**src/design/ubh_pkg.sv**
```systemverilog
// Shared constants, codes and types of the uniform bin histogram unit.
package ubh_pkg;

	localparam int UBH_MAX_BINS    = 1024;
	localparam int UBH_COUNT_WIDTH = 32;
	localparam int QDEPTH          = 2;   // power of two
	localparam int DIV_STEPS       = 32;

	localparam logic [1:0] CMD_ADD   = 2'd0;
	localparam logic [1:0] CMD_CLEAR = 2'd1;
	localparam logic [1:0] CMD_READ  = 2'd2;
	localparam logic [1:0] CMD_SCAN  = 2'd3;

	localparam logic [1:0] STAT_OK     = 2'd0;
	localparam logic [1:0] STAT_RANGE  = 2'd1;
	localparam logic [1:0] STAT_NOBINS = 2'd2;

	localparam logic [1:0] REG_BINS   = 2'd0;
	localparam logic [1:0] REG_BOTTOM = 2'd1;
	localparam logic [1:0] REG_WIDTH  = 2'd2;

	typedef enum logic [2:0] {
		K_NOBIN,
		K_UNDER,
		K_ADD,
		K_CLEAR,
		K_RDBAD,
		K_READ,
		K_SCAN,
		K_SCAN0
	} kind_t;

	typedef struct packed {
		kind_t       kind;
		logic [31:0] sample;
		logic [31:0] diff;
		logic [9:0]  idx;
	} op_t;

endpackage

```
**src/design/ubh_front.sv**
```systemverilog
// Input stage: takes commands and classifies them against the bin layout.
module ubh_front import ubh_pkg::*; #(
	parameter  int MAX_BINS = UBH_MAX_BINS,
	localparam int NBW      = $clog2(MAX_BINS + 1)
) (
	input  logic           clk,
	input  logic           arst_n,
	input  logic           push,
	output logic           full,
	input  logic [1:0]     cmd,
	input  logic [31:0]    sample,
	input  logic [9:0]     bin_index,
	input  logic [NBW-1:0] nb,
	input  logic [31:0]    bottom,
	input  logic           hold,
	output logic           q_push,
	output op_t            q_op,
	input  logic           q_full
);

	logic        valid_s1;
	op_t         op_s1;
	op_t         op_d;
	logic [32:0] delta;
	logic        take;

	always_comb begin
		delta       = {sample[31], sample} - {bottom[31], bottom};
		op_d.sample = sample;
		op_d.diff   = delta[31:0];
		op_d.idx    = bin_index;
		unique case (cmd)
			CMD_ADD: begin
				if (nb == '0) begin
					op_d.kind = K_NOBIN;
				end else if (delta[32]) begin
					op_d.kind = K_UNDER;
				end else begin
					op_d.kind = K_ADD;
				end
			end
			CMD_CLEAR: op_d.kind = K_CLEAR;
			CMD_READ: begin
				op_d.kind = (32'(bin_index) >= 32'(nb)) ? K_RDBAD : K_READ;
			end
			default: op_d.kind = (nb == '0) ? K_SCAN0 : K_SCAN;
		endcase
	end

	assign full   = hold || (valid_s1 && q_full);
	assign take   = push && !full;
	assign q_push = valid_s1;
	assign q_op   = op_s1;

	always_ff @(posedge clk or negedge arst_n) begin
		if (!arst_n) begin
			valid_s1 <= 1'b0;
		end else if (take) begin
			valid_s1 <= 1'b1;
		end else if (!q_full) begin
			valid_s1 <= 1'b0;
		end
	end

	always_ff @(posedge clk) begin
		if (take) begin
			op_s1 <= op_d;
		end
	end

endmodule

```
**config.mk**
```make
export PLATFORM = sky130hd
export DESIGN_NAME = ubh_front
export DESIGN_NICKNAME = d
export VERILOG_FILES = /design/src/design/ubh_pkg.sv /design/src/design/ubh_front.sv
export SDC_FILE = /design/constraint.sdc
export NUM_CORES = 1
export LEC_CHECK = 0
export ABC_AREA = 0
export BUFFER_PORTS_ARGS = -buffer_cell sky130_fd_sc_hd__buf_2
export CAP_MARGIN = 20
export CORE_MARGIN = 1.5
export CORE_UTILIZATION = 25
export DETAILED_ROUTE_END_ITERATION = 6
export PLACE_DENSITY = 0.46
export SLEW_MARGIN = 20
export SYNTH_ARGS = -nofsm -noshare
export SYNTH_HDL_FRONTEND = slang
export SYNTH_SLANG_ARGS = --single-unit
```
**constraint.sdc**
```tcl
create_clock -name clk -period 8.4 [get_ports clk]
set_input_delay 1.26 -clock clk [delete_from_list [all_inputs] [get_ports clk]]
set_output_delay 1.26 -clock clk [all_outputs]
set_load 0.05 [all_outputs]
```
# After elaboration in Yosys (flattened, before gate mapping)

Cells that the tools add are included.

Register bits after elaboration: 78
Output and inout bits: 79
Input port bits: 92
Logic and storage cells: 23

Reductions and logical operators: 6
$lt $le $gt $ge: 1
Add/sub/neg operators: 1
Muxes and demuxes: 7
Equal/unequal tests: 3

Operators by type and width:

| cell               | number |
|---|---|
| $sub 32x32->33     | 1 |
| $ge 10x11->1       | 1 |
| $logic_not 11->1   | 1 |
| $pmux 3 s3         | 1 |
| $mux 1             | 4 |
| $mux 2             | 2 |
| $eq 2x1->1 const B | 1 |
| $eq 2x2->1 const B | 1 |
| $logic_and 1x1->1  | 2 |
| $logic_not 2->1    | 1 |
| $ne 2x1->1 const B | 1 |
| $logic_not 1->1    | 1 |
| $logic_or 1x1->1   | 1 |

# Depth between registers and ports, before layout

Gate-level depths: netlist of the first run.

Word-level depth: 5
Mapped depth: 10
Depth with buffers taken out: 10

# Worst setup path before layout of the first run

Ideal clock, no wire load.

Kind: input -> register
From: in q_full
To: reg op_s1, in the netlist q_op[0] (enable)
Stages: 2
Library setup time: 0.445 ns
Path buffers: 0
Data arrival time: 3.264 ns
Data required time: 7.955 ns
Slack: 4.691 ns
Cell sequence: a21oi_1 and2_1

Cells in the longest elaborated chain, start to end: 4

Ends and longest elaborated chain:

| item                   | line            | text |
|---|---|---|
| start: declaration     | ubh_front.sv:18 | `input logic q_full` |
| $logic_and 1x1->1      | ubh_front.sv:50 | `assign full = hold \|\| (valid_s1 && q_full);` |
| $logic_or 1x1->1       | ubh_front.sv:50 |  |
| $logic_not 1->1        | ubh_front.sv:51 | `assign take = push && !full;` |
| $logic_and 1x1->1      | ubh_front.sv:51 |  |
| named net take         | ubh_front.sv:25 | `logic take;` |
| end signal: assignment | ubh_front.sv:67 | `op_s1 <= op_d;` |
| end: declaration       | ubh_front.sv:22 | `op_t op_s1;` |

The timed path passes the listed nets, and every way through them passes these cells.
A chain may end at the register's enable or synchronous reset.

# Final worst setup path of the first run

From: in sample[0]
To: reg op_s1, in the netlist q_op[40], data pin

Cells in the longest elaborated chain, start to end: 1

Ends and longest elaborated chain:

| item                | line            | text |
|---|---|---|
| start: declaration  | ubh_front.sv:11 | `input logic [31:0] sample,` |
| $sub 32x32->33      | ubh_front.sv:28 | `delta = {sample[31], sample} - {bottom[31], bottom};` |
| named net delta[30] | ubh_front.sv:24 | `logic [32:0] delta;` |

The timed path passes the listed nets, and every way through them passes these cells.

==> run metrics, run 1 <==
DRC viols=13; Initial DRT Pass Iterations=7; routed length per instance=15.3 um; worst setup margin=about 5 ns; DP Area=around 5700 sq um; via/cell ratio=4.55; Tcrit/Tclk final=around two fifths; Async SR Flop Fraction=1.28%; Total GRT Usage=13.5%; capturing point of the worst reg2reg path=q_op[25]; Gates resized, CTS repair=0; Internal=~0.77 mW; Crit. End Element=register; number of global-route vias before repair=3857; Logic pwr share=a little over a quarter; Register-to-Register Path Depth=3; Top-Level Pins=about 170; die area=19300 sq um; CP peak stage delay=0.44 ns; Total Wirelength=12600 um; via count=3765; Hold Crit Start=q_push; most common cell after layout, fill and taps aside=buf_2; worst skew pair latency=0.34 ns; PD cells=between 150 and 200 nW/um^2; Critical Path Fanout Max=5; CTS tree=yes; Post-synth EDFFs=77; overall power=1.14 mW; CP max-delay cell=o31ai_4; failing checks=DRC; Setup Total Neg Slack=0 ns; global placement routability congestion=between 0.7 and 0.8; Mapped Nets=556; Die X=139 um; sequential area share after synthesis=50.5%; Net Sw Power=about 0.37 mW; Hold EP=q_push; mux cell area share after synthesis=0.433%; leakage power=around 2.7 nW; first-pass GRT wire length=~20000 um; Cell Chain, Critical Path=buf_2 > inv_1 > ha_1 > fa_1 > nand2b_1 > a21oi_2 > a2111oi_4 > o31ai_4 > a21oi_1 > nand4_1 > nor3b_1; FF-to-FF Start=q_push; Core Area=around 18000 sq um; Num CTS Buffers=9; antenna violations before repair=0; clock tree buffer depth=2; Max-cap violations=0; Hold Fails Final Rpt=0; Yosys warning total=0; final core area utilization=between 30% and 40%; Pins Over Slew Limit=0; GRT overflow=0; RSZ-0062 raised after global routing=false; Switching Share=32.5%; DR iter-0 viols=204; Initial Utilization=25.6%; Final #Nets=728; worst vdd ir=between 0.00008 and 0.00009 V; Cell Count, Final, Fillers Out=around 830; clock network power share=between 30% and 40%; Achievable Freq=294 MHz; layout cells sized above 1=32.3%; area delta synth->final=29.8%; design area=roughly 6000 sq um; largest net degree at the start of global routing=79; WS Path Type=in2reg; status=finished, violations left; Simple-Gate Fraction of Synth Area=10.8%; Worst Path Arrival=3.57 ns; post-DP HPWL=9670 um; FILL cells=1845; startpoint types=input pin; worst-margin pin slew=0.522 ns; R2R Setup Slk=6.68 ns; sequential share of power=41.3%; Final Setup Violations=0; Site Rows=49; Yosys top cell area share=50.0%; placed cells=810; synthesized flop and latch total=~80; largest family of logic cells by synthesized area=compound AO/OA/AOI/OAI gates; post-route ant nets=0; required time of the worst setup path=8.56 ns; Port Buffers=170; adder-cell share of the synthesized area=11.8%; worst hold slack=0.517 ns; Synth Area in XOR/XNOR=between 5 and 6%; Top FF cell, synth=edfxtp_1; Worst-path clk slew=about 0.06 ns; Hold Buf Count CTS=0; Cell Area, Synth=4630 sq um; Post-Synthesis Cells=421; Synth cell types=53; post-CTS setup buffers=0; Die Ht=139 um; fin crit period=3.41 ns; Avg Cell Area, Syn=11.0 sq um; n_diodes=0; hold crit path type=reg2reg; complex-gate fraction of the synthesized area=16.3%; pre-CTS setup slack=4.66 ns; commonest non-fill, non-tap cells in the layout=buf_2, edfxtp_1, inv_1; Synth area leaders=edfxtp_1, ha_1, a21oi_1, inv_1, xnor2_1; dominant cell type by area after synthesis=edfxtp_1; hold depth=1; CTS sink cnt=78; Clock Skew=between 0.006 and 0.007 ns; # H-tree levels=3; Max-slew headroom=64.8%; root buf cell=clkbuf_16
[worst max-delay path, delay by kind of cell]
kind	cells	cell delay, ns
simple gates	3	0.56
fa+ha+maj	2	0.65
compound gates	4	0.96
buf+inv	2	0.13
[metal layers]
| metal | GRT usage (%) | vias up | part of all wire (%) |
|---|---|---|---|
| li1 | - | 1894 | - |
| met1 | 17.6 | 1756 | 47 |
| met2 | 21.0 | 109 | 46 |
| met3 | 4.07 | 6 | 5.7 |
| met4 | 5.54 | 0 | 0.99 |
| met5 | 0 | - | 0 |
[synth_stat cells (all sizes together), types with 2 or more instances]
master	instances
a2111oi	2
a211o	3
a21boi	2
a21o	8
a21oi	45
a31o	2
a31oi	8
and2	4
and3	8
buf	2
clkbuf	8
edfxtp	77
ha	42
inv	52
mux2i	2
nand2	22
nand2b	9
nand3	10
nand3b	2
nand4	8
nor2	13
nor2b	2
nor3	8
nor4	4
o211ai	5
o21a	4
o21ai	23
o21bai	3
o31ai	3
xnor2	17
xor2	10
[worst max-delay path by stage]
stage	start	to	slack, ns	cells past startpoint
CTS	sample[0]	q_op[75]	5.04	11
floorplan	q_full	q_op[0]	4.69	2
global route	sample[0]	q_op[40]	4.88	11
global placement	sample[0]	q_op[75]	4.75	11
detailed placement	sample[0]	q_op[75]	4.66	11
finish	sample[0]	q_op[40]	4.99	11
[registers in the layout (all words and copies together) (netlist names)]
register  count
q_push        1
q_op         77
[final cells by class]
type                    count  area (sq um)  share of cell area [%]
inverters                  52           195                    3.25
well taps                 229           287                    4.77
repair buffers            171           878                    14.6
flip-flops and latches     78          2340                    38.9
clock buffers              16           251                    4.19
multi-input cells         281          2060                    34.3
[power groups by stage]
stage	Clock [mW]	Combinational (mW)	Sequential (mW)
after global routing	0.387	0.337	0.471
after floorplan	0	0.143	0.557
final	0.359	0.308	0.469
after global placement	0	0.306	0.478
after CTS	0.374	0.310	0.470
after detailed placement	0	0.309	0.477
[cells by family after synthesis]
family	count (synthesis)
compound gates	114
xor+xnor	27
fa+ha+maj	43
buf+inv	62
flops	78
mux	2
simple gates	95
Note: power is estimated with default switching activity, not from simulation.
==> run 2, diff against run 1 <==
PLACE_DENSITY = 0.48   (was 0.46)
clock period = 2.7 ns   (was 8.4 ns; I/O delays follow)
==> run metrics, run 2 (synthesis gave the netlist of run 1 again) <==
Initial Utilization=25.6% (unchanged); post-CTS setup buffers=0 (unchanged); met3 usage=2.87% (-1.2 points); Switching Share=32.7% (+0.18 points); busiest grt layer=met2; Max-cap violations=0 (unchanged); Max-slew headroom=65.2% (+0.40 points); CP peak stage delay=0.44 ns (about the same); met2 Use GR=20.5% (-0.45 points); Pins Over Slew Limit=0 (unchanged); Crit. End Element=register; Achievable Freq=between 400 and 500 MHz; Port Buffers=170 (unchanged); hold crit path type=in2reg; max reg flops=77 (unchanged); sequential share of power=40.8% (-0.5 points); n_diodes=0 (unchanged); Worst-path clk slew=0.07 ns (about the same); placed cells=831 (+2.6%); CTS tree=yes; FILL cells=1870 (+1.4%); Core Area=18100 sq um (unchanged); largest net degree at the start of global routing=47 (-41%); met1 usage=17.6% (+0.088 points); first-pass GRT wire length=20100 um (-1.3%); PD cells=578 nW/um^2 (+210%); number of global-route vias before repair=3913 (+1.5%); Hold Fails Final Rpt=0 (unchanged); leakage power=2.78 nW (+4.3%); layout cells sized above 1=35.3% (+3.0 points); Top-Level Pins=171 (unchanged); Die X=139 um (unchanged); Logic pwr share=28.1% (+1.0 points); CTS sink cnt=78 (unchanged); Worst Path Arrival=2.55 ns (-1.02 ns); Cell Chain, Critical Path=buf_2 > inv_1 > ha_1 > fa_1 > nand2b_1 > a21oi_2 > a2111oi_4 > o31ai_2 > and3_1 > a211o_1 > a31o_1; GRT overflow=0 (unchanged); Num CTS Buffers=9 (unchanged); required time of the worst setup path=2.80 ns (-5.76 ns); global placement routability congestion=0.850 (+12%); Total Wirelength=12500 um (-1.2%); fin crit period=around 2.5 ns; clock tree buffer depth=2 (unchanged); worst vdd ir=0.000259 V (+190%); most common cell after layout, fill and taps aside=buf_2; antenna violations before repair=1 (+1); RSZ-0062 raised after global routing=false; Die Ht=139 um (unchanged); commonest non-fill, non-tap cells in the layout=buf_2, edfxtp_1, inv_1; Tcrit/Tclk final=90.8%; clock network power share=31.1% (-0.5 points); post-route ant nets=0 (unchanged); DR iter-0 viols=242 (+19%); WS Path Type=in2reg; Final #Nets=749 (+2.9%); root buf cell=clkbuf_16; WP buf/inv=2 (unchanged); startpoint types=input pin; post-DP HPWL=9950 um (+2.9%); Initial DRT Pass Iterations=7 (unchanged); Final Setup Violations=0 (unchanged); Internal=2.41 mW (+210%); # H-tree levels=3 (unchanged); failing checks=DRC; overall power=3.57 mW (+210%); Site Rows=49 (unchanged); Cell Count, Final, Fillers Out=847 (+2.4%); area delta synth->final=33.6%; Clock Skew=0.0105 ns (+0.00453 ns); top cell family by delay on the critical path=compound AO/OA/AOI/OAI gates; via/cell ratio=4.57 (+0.28%); Net Sw Power=1.17 mW (+220%); worst-margin pin slew=0.516 ns (-0.00601 ns); Total GRT Usage=13.1% (-0.40 points); DRC viols=14 (+1); routed length per instance=14.7 um (-3.5%); CP max-delay cell=a2111oi_4; Critical Path Fanout Max=2 (-3); worst skew pair latency=0.35 ns (about the same); via count=3867 (+2.7%); die area=19300 sq um (unchanged); status=finished, violations left
-- run 2: path summary, 6_finish.rpt --
kind                             from       end  slack [ns]  depth (start not counted)
setup reg to reg               q_push  q_op[67]        1.30                          3
hold reg to reg                q_push    q_push        0.52                          1
min in group asynchronous      arst_n    q_push        0.35                          2
hold / removal             sample[15]  q_op[57]        0.24                          1
max in group asynchronous      arst_n    q_push        2.27                          2
setup / recovery            sample[0]  q_op[75]        0.25                         11
-- run 2: cell type report --
type / instances / area [sq um] / share of cell area (%)
clock buffer: 10 / 229 / 3.70
clock inverter: 5 / 27.5 / 0.445
inverter: 52 / 195 / 3.16
multi-input combinational: 281 / 2060 / 33.4
sequential: 78 / 2340 / 37.8
tap: 229 / 287 / 4.63
timing repair buffer: 192 / 1040 / 16.9
-- run 2: power by group through the flow --
stage	logic [mW]	clock network [mW]	registers [mW]
2_1_floorplan	0.446	0	1.73
3_3_place_gp	0.999	0	1.48
3_5_place_dp	1.01	0	1.48
4_1_cts	1.01	1.15	1.46
5_1_grt	1.10	1.19	1.47
6_report	1.00	1.11	1.46
-- run 2: timing repair --
action / CTS / global route
gates resized for setup: 0 / 1
endpoints found under the hold margin: 1 / 0
hold buffers: 1 / 0
setup endpoints to repair: 0 / 1
-- run 2: metrics by stage --
stage	util (%)	worst slack (ns)	instance area (sq um)	setup TNS (ns)	hold slack [ns]
after global routing	34.2	0.0741	6180	0	0.238
after CTS	34.2	0.170	6180	0	0.234
final	34.2	0.250	6180	0	0.244
after floorplan	-	0.227	4630	0	0.109
after detailed placement	32.7	-0.171	5910	-0.631	0.183
after global placement	32.7	-0.0994	5910	-0.364	0.180
-- run 2: routing by layer --
| metal | share of wire [%] | routed length [um] |
|---|---|---|
| met1 | 47 | 5840 |
| met2 | 45 | 5580 |
| met3 | 6.7 | 840 |
| met4 | 1.7 | 209 |
| met5 | 0 | 0 |
