File: config.mk
export PLATFORM = sky130hd
export DESIGN_NAME = ubh_fifo
export DESIGN_NICKNAME = d
export VERILOG_FILES = /design/src/design/ubh_pkg.sv /design/src/design/ubh_fifo.sv
export SDC_FILE = /design/constraint.sdc
export NUM_CORES = 1
export LEC_CHECK = 0
export BUFFER_PORTS_ARGS = -buffer_cell sky130_fd_sc_hd__buf_2
export CORE_UTILIZATION = 45
export DETAILED_ROUTE_END_ITERATION = 7
export PLACE_DENSITY = 0.81
export SLEW_MARGIN = 0
export SYNTH_ARGS = -nofsm -noshare
export SYNTH_HDL_FRONTEND = slang
export SYNTH_SLANG_ARGS = --single-unit
File: constraint.sdc
create_clock -name clk -period 9.9 [get_ports clk]
set_input_delay 1.98 -clock clk [delete_from_list [all_inputs] [get_ports clk]]
set_output_delay 1.98 -clock clk [all_outputs]
set_load 0.01 [all_outputs]
File: src/design/ubh_pkg.sv
// Shared constants, codes and types of the uniform bin histogram unit.
package ubh_pkg;

	localparam int UBH_MAX_BINS    = 1024;
	localparam int UBH_COUNT_WIDTH = 32;
	localparam int QDEPTH          = 2;   // power of two
	localparam int DIV_STEPS       = 32;

	localparam logic [1:0] CMD_ADD   = 2'd0;
	localparam logic [1:0] CMD_CLEAR = 2'd1;
	localparam logic [1:0] CMD_READ  = 2'd2;
	localparam logic [1:0] CMD_SCAN  = 2'd3;

	localparam logic [1:0] STAT_OK     = 2'd0;
	localparam logic [1:0] STAT_RANGE  = 2'd1;
	localparam logic [1:0] STAT_NOBINS = 2'd2;

	localparam logic [1:0] REG_BINS   = 2'd0;
	localparam logic [1:0] REG_BOTTOM = 2'd1;
	localparam logic [1:0] REG_WIDTH  = 2'd2;

	typedef enum logic [2:0] {
		K_NOBIN,
		K_UNDER,
		K_ADD,
		K_CLEAR,
		K_RDBAD,
		K_READ,
		K_SCAN,
		K_SCAN0
	} kind_t;

	typedef struct packed {
		kind_t       kind;
		logic [31:0] sample;
		logic [31:0] diff;
		logic [9:0]  idx;
	} op_t;

endpackage

File: src/design/ubh_fifo.sv
// Short command queue between the front end and the engine.
module ubh_fifo import ubh_pkg::*; (
	input  logic clk,
	input  logic arst_n,
	input  logic push,
	input  op_t  push_op,
	output logic full,
	input  logic pop,
	output logic empty,
	output op_t  head
);

	localparam int PW = (QDEPTH > 1) ? $clog2(QDEPTH) : 1;
	localparam int CW = $clog2(QDEPTH + 1);

	op_t           ent_q [QDEPTH];
	logic [PW-1:0] wr_q;
	logic [PW-1:0] rd_q;
	logic [CW-1:0] cnt_q;
	logic          do_push;
	logic          do_pop;

	assign full    = cnt_q == CW'(QDEPTH);
	assign empty   = cnt_q == '0;
	assign do_push = push && !full;
	assign do_pop  = pop && !empty;
	assign head    = ent_q[rd_q];

	always_ff @(posedge clk) begin
		if (do_push) begin
			ent_q[wr_q] <= push_op;
		end
	end

	always_ff @(posedge clk or negedge arst_n) begin
		if (!arst_n) begin
			wr_q  <= '0;
			rd_q  <= '0;
			cnt_q <= '0;
		end else begin
			if (do_push) begin
				wr_q <= wr_q + PW'(1);
			end
			if (do_pop) begin
				rd_q <= rd_q + PW'(1);
			end
			if (do_push && !do_pop) begin
				cnt_q <= cnt_q + CW'(1);
			end else if (do_pop && !do_push) begin
				cnt_q <= cnt_q - CW'(1);
			end
		end
	end

endmodule

### Word-level counts from Yosys, hierarchy flattened

Memories as Yosys holds them, arrays and structs flattened.
Index checks and enable logic that the tools add are counted.
W data, S select, Z words.

| word-level totals | value |
|---|---|
| output and inout bits | 79 |
| RAM bits | 154 |
| bits of input ports | 81 |
| register bits after elaboration | 4 |
| memories kept | 1 |

Memories:

| memory | words | width | rd ports | clocked after memory_dff | write ports | line | text |
|---|---|---|---|---|---|---|---|
| ent_q | 2 | 77 | 1 | 0 | 1 | ubh_fifo.sv:16 | `op_t ent_q [QDEPTH];` |

| cells by class | value |
|---|---|
| reduce and logical (&&, ||, !) cells | 10 |
| equality and inequality tests | 1 |
| add/subtract/negate cells | 4 |
| muxes and demuxes | 4 |

Operator list:

| operator | count |
|---|---|
| $logic_and A1 B1 Y1 | 4 |
| $logic_not A1 Y1 | 4 |
| $mux W2 | 2 |
| $add A1 B1 Y1 const B | 2 |
| $add A2 B1 Y2 const B | 1 |
| $eq A2 B2 Y1 const B | 1 |
| $logic_not A2 Y1 | 1 |
| $mux W1 | 2 |
| $reduce_bool A2 Y1 | 1 |
| $sub A2 B1 Y2 const B | 1 |

### Longest topological paths before layout

Gate-level depths: netlist of the first run.

| depth | value |
|---|---|
| word-level depth | 7 |
| gate-level depth with buffers | 7 |
| mapped depth without buffers | 7 |

### Worst setup path after synthesis of the first run

OpenSTA, ideal clock, no wires.

| timing path | value |
|---|---|
| kind | in2reg |
| from | input push |
| to | memory ent_q[0][0] in the netlist's numbering (enable) |
| data required time | 9387 ps |
| path slack | 4106 ps |
| setup time | 513 ps |
| path buffers | 0 |
| stages | 2 |
| arrival time | 5282 ps |
| path through | nand2_1 > nor2_1 |

| on the way | value |
|---|---|
| word-level cells in the longest chain between the ends | 3 |

RTL lines:

| item | line | text |
|---|---|---|
| start: declaration | ubh_fifo.sv:5 | `input logic push,` |
| $logic_and A1 B1 Y1 | ubh_fifo.sv:25 | `assign do_push = push && !full;` |
| $mux W1 | ubh_fifo.sv:30 | `if (do_push) begin` |
| $mux W1 (not written as such) | ubh_fifo.sv:31 | `ent_q[wr_q] <= push_op;` |
| end: declaration | ubh_fifo.sv:16 |  |

No other way between the ends.

==> results.txt, run 1 <==
CTS Sinks: 158
Clk slew on worst S/H paths: 0.06 ns
Number of max-cap violations: 0
H-tree depth: 4
GRT overflow: 0
CTS resizes: 0
Die W: 116 microns
Initial Util: 46.2%
Largest net degree at the start of global routing: 79
Clock Root Buffer: clkbuf_16
Vias in the first global route: 2982
Layout Utilization: 58.7%
Slew @ Worst Pin: 1.14 ns
Syn Area/Cell: 22.5 sq um
Final Skew: 0.00604 ns
Peak VDD IR: 0.320 mV
First-pass GRT wire length: 14400 microns
Setup TNS: 0 ns
R2R setup slack: 7.84 ns
Critical path capture point type: output pin
Post-DP Area: 6800 sq um
CP Buf/Inv Count: 1
Worst rel slew slack: 24.3%
Synth warn: 0
Commonest non-fill, non-tap cell in the layout: buf_2
Place WS: 6.13 ns
Worst setup margin: 5.71 ns
Crit-path cells: mux2_2 > buf_2
Die H: 116 microns
Core Area: 12600 sq um
Grt met1 use: 17.2%
Complex-gate fraction of the synthesized area: 0.0858%
HP Class: flop to flop
Critical Path Fanout Max: 78
Status: finished, final reports clean
Synth Register Bits: 158
Post-Syn Instances: 259
Seq. cell area: 4730 sq um
Synth unique cells: 15
Fmax: 0.239 GHz
Fin crit share: 42.3%
Rows: 41
Antenna violations before repair: 1
DRT iter0 DRCs: 138
Postcts setup bufs: 0
Via count: 2934
Worst-skew pair later-pin latency: 0.42 ns
Setup CP Type: flop to output pin
Share of layout cells above drive strength 1: 60.2%
Synthesized Nets: 341
RSZ-0062 raised after global routing: false
Final hold violation count: 0
Mapped cell area: 5830 sq um
Worst R2R Path Depth: 4
GPL Wtd Cong: 0.685
TritonCTS Buffers: 17
Fill cells: 968
WP data required: 7.92 ns
TritonCTS clock tree: yes
Lkg Pwr: 2.84 nW
DR WL/cell: 15.7 microns
Drt first pass iters: 4
Sequential-to-total area share from yosys stat: 81.0%
Synth-to-Final Area Change: 26.9%
Residual DRC: 0
CP max stage delay: 1.17 ns
Slew Limit Fails: 0
Area occupied by multi-input gates: 1040 sq um
Met3 Use GR: 5.33%
Power Density: 303 nW/um^2
XOR/XNOR Fraction of Synth Area: 0.751%
Finished Layout Cells: 614
Final setup fails: 0
CP delay by family, top: flip-flops
# hold bufs at CTS: 0
Detailed Route WL: 9660 microns
Vias per inst: 4.78
DP HPWL: 6120 microns
Critical Path Start Type: flop
Main combinational cell family by area after synthesis: multiplexers
Gr usage total: 15.0%
Worst path arrival time: 2.21 ns
Hold path depth: 1
Final ANT Viol Nets: 0
Max clock buf depth: 2
IO Port Bufs: 159
Post-route cell area: 7400 sq um
Simple-Gate Fraction of Synth Area: 0.472%
Die area: 13400 sq um
Period minus WS final: 4.19 ns
Cells after DPL: 582
Global routing usage on met2: 24.4%
Mux contribution to synthesized area: 16.2%
Ant. Diodes: 0
Most frequent cells in the layout: 159 x buf_2, 154 x edfxtp_1, 57 x mux2_2, 20 x mux2_4, 17 x clkbuf_16
WP depth: 2
Post-Synth Adder-Cell Area: 0.215%
Top Usage Layer GRT: met2
# IOs: 160
CP max-delay cell: dfrtp_4
Final #Nets: 511
## cells by family after synthesis
| kind of cell | count (synthesis) |
|---|---|
| buffers and inverters | 11 |
| and+or+nand+nor | 6 |
| DFF | 158 |
| AOI/OAI and AO/OA | 1 |
| adders and majority gates | 1 |
| muxes | 77 |
| xor gates and xnor gates | 5 |
## registers in the layout, summed over array words and instances, names as in the netlist
name,count
ent_q,154
cnt_q,2
wr_q,1
rd_q,1
## power breakdown
group	total (W)	switching [W]	internal (W)
Combinational	0.000566	0.000268	0.000298
Clock	0.000656	0.000237	0.000419
Sequential	0.00102	0.000106	0.000919
Total	0.00225	0.000611	0.00164
## final cells by class
cell class	count	area share, %
flip-flops and latches	158	63.9
multi-input cells	90	14.1
repair buffers	160	10.9
clock buffers	20	5.90
well taps	172	2.91
clock inverters	12	2.28
inverters	2	0.101
## synth_stat cells
| master | number | area share [%] |
|---|---|---|
| edfxtp_1 | 154 | 79 |
| nand2_1 | 1 | 0.064 |
| xnor2_1 | 3 | 0.45 |
| dfrtp_1 | 4 | 1.7 |
| inv_1 | 2 | 0.13 |
| xor2_1 | 2 | 0.30 |
| ha_1 | 1 | 0.21 |
| mux2_2 | 57 | 11 |
| buf_2 | 5 | 0.43 |
| mux2_4 | 20 | 5.1 |
| buf_6 | 4 | 0.77 |
| o21ai_0 | 1 | 0.086 |
| nand2b_1 | 1 | 0.11 |
| and3_1 | 1 | 0.11 |
| nor2_1 | 3 | 0.19 |
## path summary, 6_finish.rpt
check	endpoint	startpoint
setup / recovery	head[58]	rd_q
hold / removal	cnt_q[1]	cnt_q[1]
setup reg to reg	ent_q[0][61]	cnt_q[0]
hold reg to reg	cnt_q[1]	cnt_q[1]
max in group asynchronous	rd_q	arst_n
min in group asynchronous	wr_q	arst_n
## through the flow
stage | hold slack (ns) | total power (W)
after detailed placement | 0.545 | 0.00162
after global routing | 0.579 | 0.00236
after floorplan | 0.461 | 0.00141
final | 0.550 | 0.00225
after global placement | 0.498 | 0.00159
after CTS | 0.554 | 0.00228
## layer usage
| layer | wire length [microns] | part of all wire (%) | vias up |
|---|---|---|---|
| li1 | - | - | 1359 |
| met1 | 3880 | 40 | 1436 |
| met2 | 4870 | 50 | 117 |
| met3 | 663 | 6.9 | 22 |
| met4 | 246 | 2.5 | 0 |
| met5 | 0 | 0 | - |
No activity file was read; power rests on OpenSTA's default activity.
==> run 2: changes to the inputs <==
- PLACE_DENSITY: 0.81 -> 0.84
- clock period: 9.9 -> 3.69 ns (I/O delays scaled with it)
==> run 2 against run 1 <==
Net effect: sequential share of layout area shrank 0.57 points; power grew to 2.7 times the previous value; non-clock buffer count up 2; largest power group unchanged.
==> results.txt, run 2 (synthesized netlist as in run 1, its figures left out) <==
Status: finished, final reports clean (unchanged)
Drt first pass iters: 4 (unchanged)
Worst R2R Path Depth: 4 (unchanged)
Commonest non-fill, non-tap cell in the layout: buf_2 (unchanged)
Most frequent cells in the layout: 159 x buf_2, 154 x edfxtp_1, 57 x mux2_2, 20 x mux2_4, 17 x clkbuf_16 (unchanged)
Lkg Pwr: 2.87 nW (was 2.84 nW)
Period minus WS final: 2.81 ns
Peak VDD IR: 0.692 mV (was 0.320 mV)
Antenna violations before repair: 0 (was 1)
Synth-to-Final Area Change: 28.1% (was 26.9%)
Vias per inst: 4.72 (was 4.78)
WP data required: 2.95 ns (was 7.92 ns)
Fmax: 0.356 GHz
Die W: 116 microns (unchanged)
Fin crit share: 76.1%
HP Class: primary input to asynchronous set/reset pin (was flop to flop)
Critical path capture point type: output pin (unchanged)
Initial Util: 46.2% (unchanged)
GPL Wtd Cong: 0.684 (was 0.685)
Top reg by flops: ent_q (unchanged)
CTS resizes: 0 (unchanged)
GRT overflow: 0 (unchanged)
CTS Sinks: 158 (unchanged)
Largest register FFs: 154 (unchanged)
Max clock buf depth: 2 (unchanged)
Largest net degree at the start of global routing: 78 (was 79)
RSZ-0062 raised after global routing: false (unchanged)
Slew @ Worst Pin: 1.07 ns (was 1.14 ns)
IO Port Bufs: 159 (unchanged)
Vias in the first global route: 2971 (was 2982)
Postcts setup bufs: 0 (unchanged)
Hold WS: 0.111 ns (was 0.550 ns)
Final ANT Viol Nets: 0 (unchanged)
Number of max-cap violations: 0 (unchanged)
Setup TNS: 0 ns (unchanged)
DRT iter0 DRCs: 157 (was 138)
Reg-to-Reg Start: cnt_q[0] (unchanged)
Gr usage total: 15.0% (about the same)
Clock Root Buffer: clkbuf_16 (unchanged)
Via count: 2909 (was 2934)
Worst rel slew slack: 28.4% (was 24.3%)
First-pass GRT wire length: 14400 microns (about the same)
# hold bufs at CTS: 0 (unchanged)
H-tree depth: 4 (unchanged)
Crit path from: rd_q (unchanged)
Rows: 41 (unchanged)
DR WL/cell: 15.9 microns (was 15.7 microns)
Critical Path Fanout Max: 40 (was 78)
Die area: 13400 sq um (unchanged)
Slew Limit Fails: 0 (unchanged)
TritonCTS clock tree: yes (unchanged)
Die H: 116 microns (unchanged)
Final hold violation count: 0 (unchanged)
Power Density: 824 nW/um^2 (was 303 nW/um^2)
# IOs: 160 (unchanged)
Detailed Route WL: 9790 microns (was 9660 microns)
Final setup fails: 0 (unchanged)
Setup CP Type: flop to output pin (unchanged)
TritonCTS Buffers: 17 (unchanged)
DP HPWL: 6380 microns (was 6120 microns)
Clk slew on worst S/H paths: 0.06 ns (about the same)
Final #Nets: 513 (was 511)
Final Skew: 0.00849 ns (was 0.00604 ns)
Core Area: 12600 sq um (unchanged)
Worst-skew pair later-pin latency: 0.42 ns (about the same)
Worst path arrival time: 2.07 ns (was 2.21 ns)
Share of layout cells above drive strength 1: 61.0% (was 60.2%)
Critical Path Start Type: flop (unchanged)
Residual DRC: 0 (unchanged)
Top flop regs: ent_q: 154 flops, cnt_q: 2 flops (unchanged)
Fill cells: 987 (was 968)
Ant. Diodes: 0 (unchanged)
-- run 2: stage by stage --
stage          instances  total power [W]  setup WS [ns]  util, %  cell area [sq um]
6_report             616          0.00616          0.883     59.2               7470
5_1_grt              616          0.00644          0.752     59.2               7470
4_1_cts              616          0.00624          0.820     59.2               7470
3_5_place_dp         584          0.00436           1.28     54.1               6830
3_3_place_gp         584          0.00429           1.31     54.1               6830
2_1_floorplan        259          0.00377          0.429        -               5840
-- run 2: area by class of cell --
| type | instances | area, sq um | area share [%] |
|---|---|---|---|
| well taps | 172 | 215 | 2.88 |
| repair buffers | 162 | 831 | 11.1 |
| flip-flops and latches | 158 | 4730 | 63.3 |
| clock inverters | 15 | 219 | 2.93 |
| inverters | 2 | 7.51 | 0.101 |
| clock buffers | 17 | 425 | 5.70 |
| multi-input cells | 90 | 1040 | 14.0 |
-- run 2: path summary, 6_finish.rpt --
path	endpoint	slack, ns
min in group clk	ent_q[0][17]	0.50
max in group asynchronous	rd_q	3.44
worst max register to register	ent_q[0][33]	1.62
worst max-delay path	head[63]	0.88
worst min register to register	cnt_q[1]	0.55
worst min-delay path	rd_q	0.11
-- run 2: critical path: stages, from the launching register on --
cell	delay, ns
dfrtp_4	0.79
buf_12	0.33
mux2_2	0.37
buf_2	0.14
-- run 2: where the power goes --
part | total [W] | switching [W] | internal (W) | leakage, nW
combinational | 0.00163 | 0.000818 | 0.000811 | 1.09
clock | 0.00187 | 0.000677 | 0.00120 | 0.302
sequential | 0.00265 | 0.000192 | 0.00246 | 1.48
total | 0.00616 | 0.00169 | 0.00447 | 2.87
-- run 2: metal layers --
layer	vias up	global-route usage, %	routed length [microns]
met2	97	25.1	5170
li1	1373	-	-
met4	0	7.18	160
met1	1424	16.8	3890
met5	-	0	0
met3	15	5.86	567
==> run 3: changes to the inputs <==
- clock period: 3.69 -> 2.41 ns (I/O delays scaled with it)
==> run 3 against run 2 <==
Net effect: power grew 48%; final cell count rose by 0.65%; critical path depth did not move; non-clock buffer count up 4; clock power grew 33%; critical endpoint is now head[57]; worst hold slack gained 0.14 ns.
==> results.txt, run 3 (synthesized netlist as in run 1, its figures left out) <==
Status: finished, final reports clean (unchanged)
R2R setup slack: 0.79 ns (was 1.62 ns)
Initial Util: 46.2% (unchanged)
HP Start: push_op[74]
Worst path arrival time: 1.74 ns (was 2.07 ns)
Hold EP: ent_q[0][74]
Critical Path Start Type: flop (unchanged)
Critical Path Fanout Max: 39 (was 40)
Reg2reg end: ent_q[0][16] (was ent_q[0][33])
DR WL/cell: 15.9 microns (about the same)
TritonCTS Buffers: 17 (unchanged)
Drt first pass iters: 6 (was 4)
Slew @ Worst Pin: 0.415 ns (was 1.07 ns)
Final #Nets: 517 (was 513)
Max clock buf depth: 2 (unchanged)
Clock Root Buffer: clkbuf_16 (unchanged)
Fin crit share: 92.2%
Die H: 116 microns (unchanged)
Residual DRC: 0 (unchanged)
Finished Layout Cells: 620 (was 616)
Via count: 2940 (was 2909)
CTS Sinks: 158 (unchanged)
Postcts setup bufs: 0 (unchanged)
Worst rel slew slack: 72.3% (was 28.4%)
Die area: 13400 sq um (unchanged)
Core Area: 12600 sq um (unchanged)
IO Port Bufs: 159 (unchanged)
Synth-to-Final Area Change: 27.6% (was 28.1%)
Worst R2R Path Depth: 4 (unchanged)
Antenna violations before repair: 1 (was 0)
Cells after DPL: 587 (was 584)
Final Skew: 0.00889 ns (was 0.00849 ns)
Post-route cell area: 7450 sq um (was 7470 sq um)
Die W: 116 microns (unchanged)
Gr usage total: 15.3% (was 15.0%)
Share of layout cells above drive strength 1: 60.6% (was 61.0%)
Peak VDD IR: 0.643 mV (was 0.692 mV)
H-tree depth: 4 (unchanged)
Largest register FFs: 154 (unchanged)
Post-DP Area: 6870 sq um (was 6830 sq um)
GPL Wtd Cong: 0.676 (was 0.684)
WP data required: 1.93 ns (was 2.95 ns)
HP Class: primary input to flop (was primary input to asynchronous set/reset pin)
DRT iter0 DRCs: 127 (was 157)
Final hold violation count: 0 (unchanged)
Final setup fails: 0 (unchanged)
CP max-delay cell: dfrtp_4 (unchanged)
Top reg by flops: ent_q (unchanged)
Commonest non-fill, non-tap cell in the layout: buf_2 (unchanged)
Final ANT Viol Nets: 0 (unchanged)
Worst-skew pair later-pin latency: 0.42 ns (about the same)
Crit-path cells: buf_6 > mux2_2 > buf_2 (was buf_12 > mux2_2 > buf_2)
Period minus WS final: 2.22 ns
First-pass GRT wire length: 14600 microns (was 14400 microns)
Top flop regs: ent_q: 154 flops, cnt_q: 2 flops (unchanged)
Vias in the first global route: 3042 (was 2971)
Worst setup margin: 0.187 ns (was 0.883 ns)
# IOs: 160 (unchanged)
Fmax: 0.450 GHz
Place WS: 0.491 ns (was 1.28 ns)
Power Density: 1220 nW/um^2 (was 824 nW/um^2)
DP HPWL: 6570 microns (was 6380 microns)
Vias per inst: 4.74 (was 4.72)
TritonCTS clock tree: yes (unchanged)
CP max stage delay: 0.43 ns (was 0.79 ns)
Hold path depth: 1
Reg-to-Reg Start: cnt_q[0] (unchanged)
Slew Limit Fails: 0 (unchanged)
RSZ-0062 raised after global routing: false (unchanged)
Number of max-cap violations: 0 (unchanged)
GRT overflow: 0 (unchanged)
Most frequent cells in the layout: 159 x buf_2, 154 x edfxtp_1, 57 x mux2_2, 20 x mux2_4, 17 x clkbuf_16 (unchanged)
Setup CP Type: flop to output pin (unchanged)
Rows: 41 (unchanged)
Critical path capture point type: output pin (unchanged)
Setup TNS: 0 ns (unchanged)
Detailed Route WL: 9840 microns (was 9790 microns)
Clk slew on worst S/H paths: 0.06 ns (about the same)
Largest net degree at the start of global routing: 48 (was 78)
Lkg Pwr: 2.85 nW (was 2.87 nW)
run 3: final cells by class:
class | count | area [sq um]
fill | 973 | 5170
multi-input combinational | 90 | 1040
inverter | 2 | 7.51
clock buffer | 20 | 437
tap | 172 | 215
timing repair buffer | 166 | 892
clock inverter | 11 | 120
antenna | 1 | 2.50
sequential | 158 | 4730
run 3: critical path: cells and delay by family, from the launching register on:
kind | cells | cell delay [ns]
flip-flops | 1 | 0.43
buffers and inverters | 2 | 0.48
multiplexers | 1 | 0.40
run 3: how the worst max path moves through the flow:
stage / start / to / slack, ns / cells after the start
floorplan: cnt_q[0] / ent_q[0][0] / 0.18 / 3
global placement: rd_q / head[57] / 0.49 / 3
detailed placement: rd_q / head[57] / 0.49 / 3
CTS: rd_q / head[57] / 0.04 / 3
global route: rd_q / head[57] / 0.12 / 3
finish: rd_q / head[57] / 0.19 / 3
run 3: power breakdown:
group	internal, W	total [W]	switching [W]	leakage, nW
Clock	0.00151	0.00249	0.000977	0.257
Combinational	0.00130	0.00269	0.00139	1.12
Sequential	0.00376	0.00393	0.000169	1.48
Total	0.00658	0.00911	0.00253	2.85
run 3: repair_timing:
item,4_1_cts,5_1_grt
endpoints found under the setup margin,0,12
hold endpoints to repair,4,0
hold buffers,1,0
resized for setup,0,1
run 3: metal layers:
layer	GRT usage, %	wire length [microns]
met5	0	0
met4	8.55	210
met3	5.65	674
met2	26.5	5310
met1	16.0	3640
run 3: stage by stage:
step	hold WS (ns)	util (%)	power [W]
6_report	0.249	59.0	0.00911
5_1_grt	0.237	59.0	0.00954
4_1_cts	0.235	59.0	0.00921
3_5_place_dp	0.295	54.5	0.00672
3_3_place_gp	0.289	54.5	0.00663
2_1_floorplan	0.186	-	0.00576
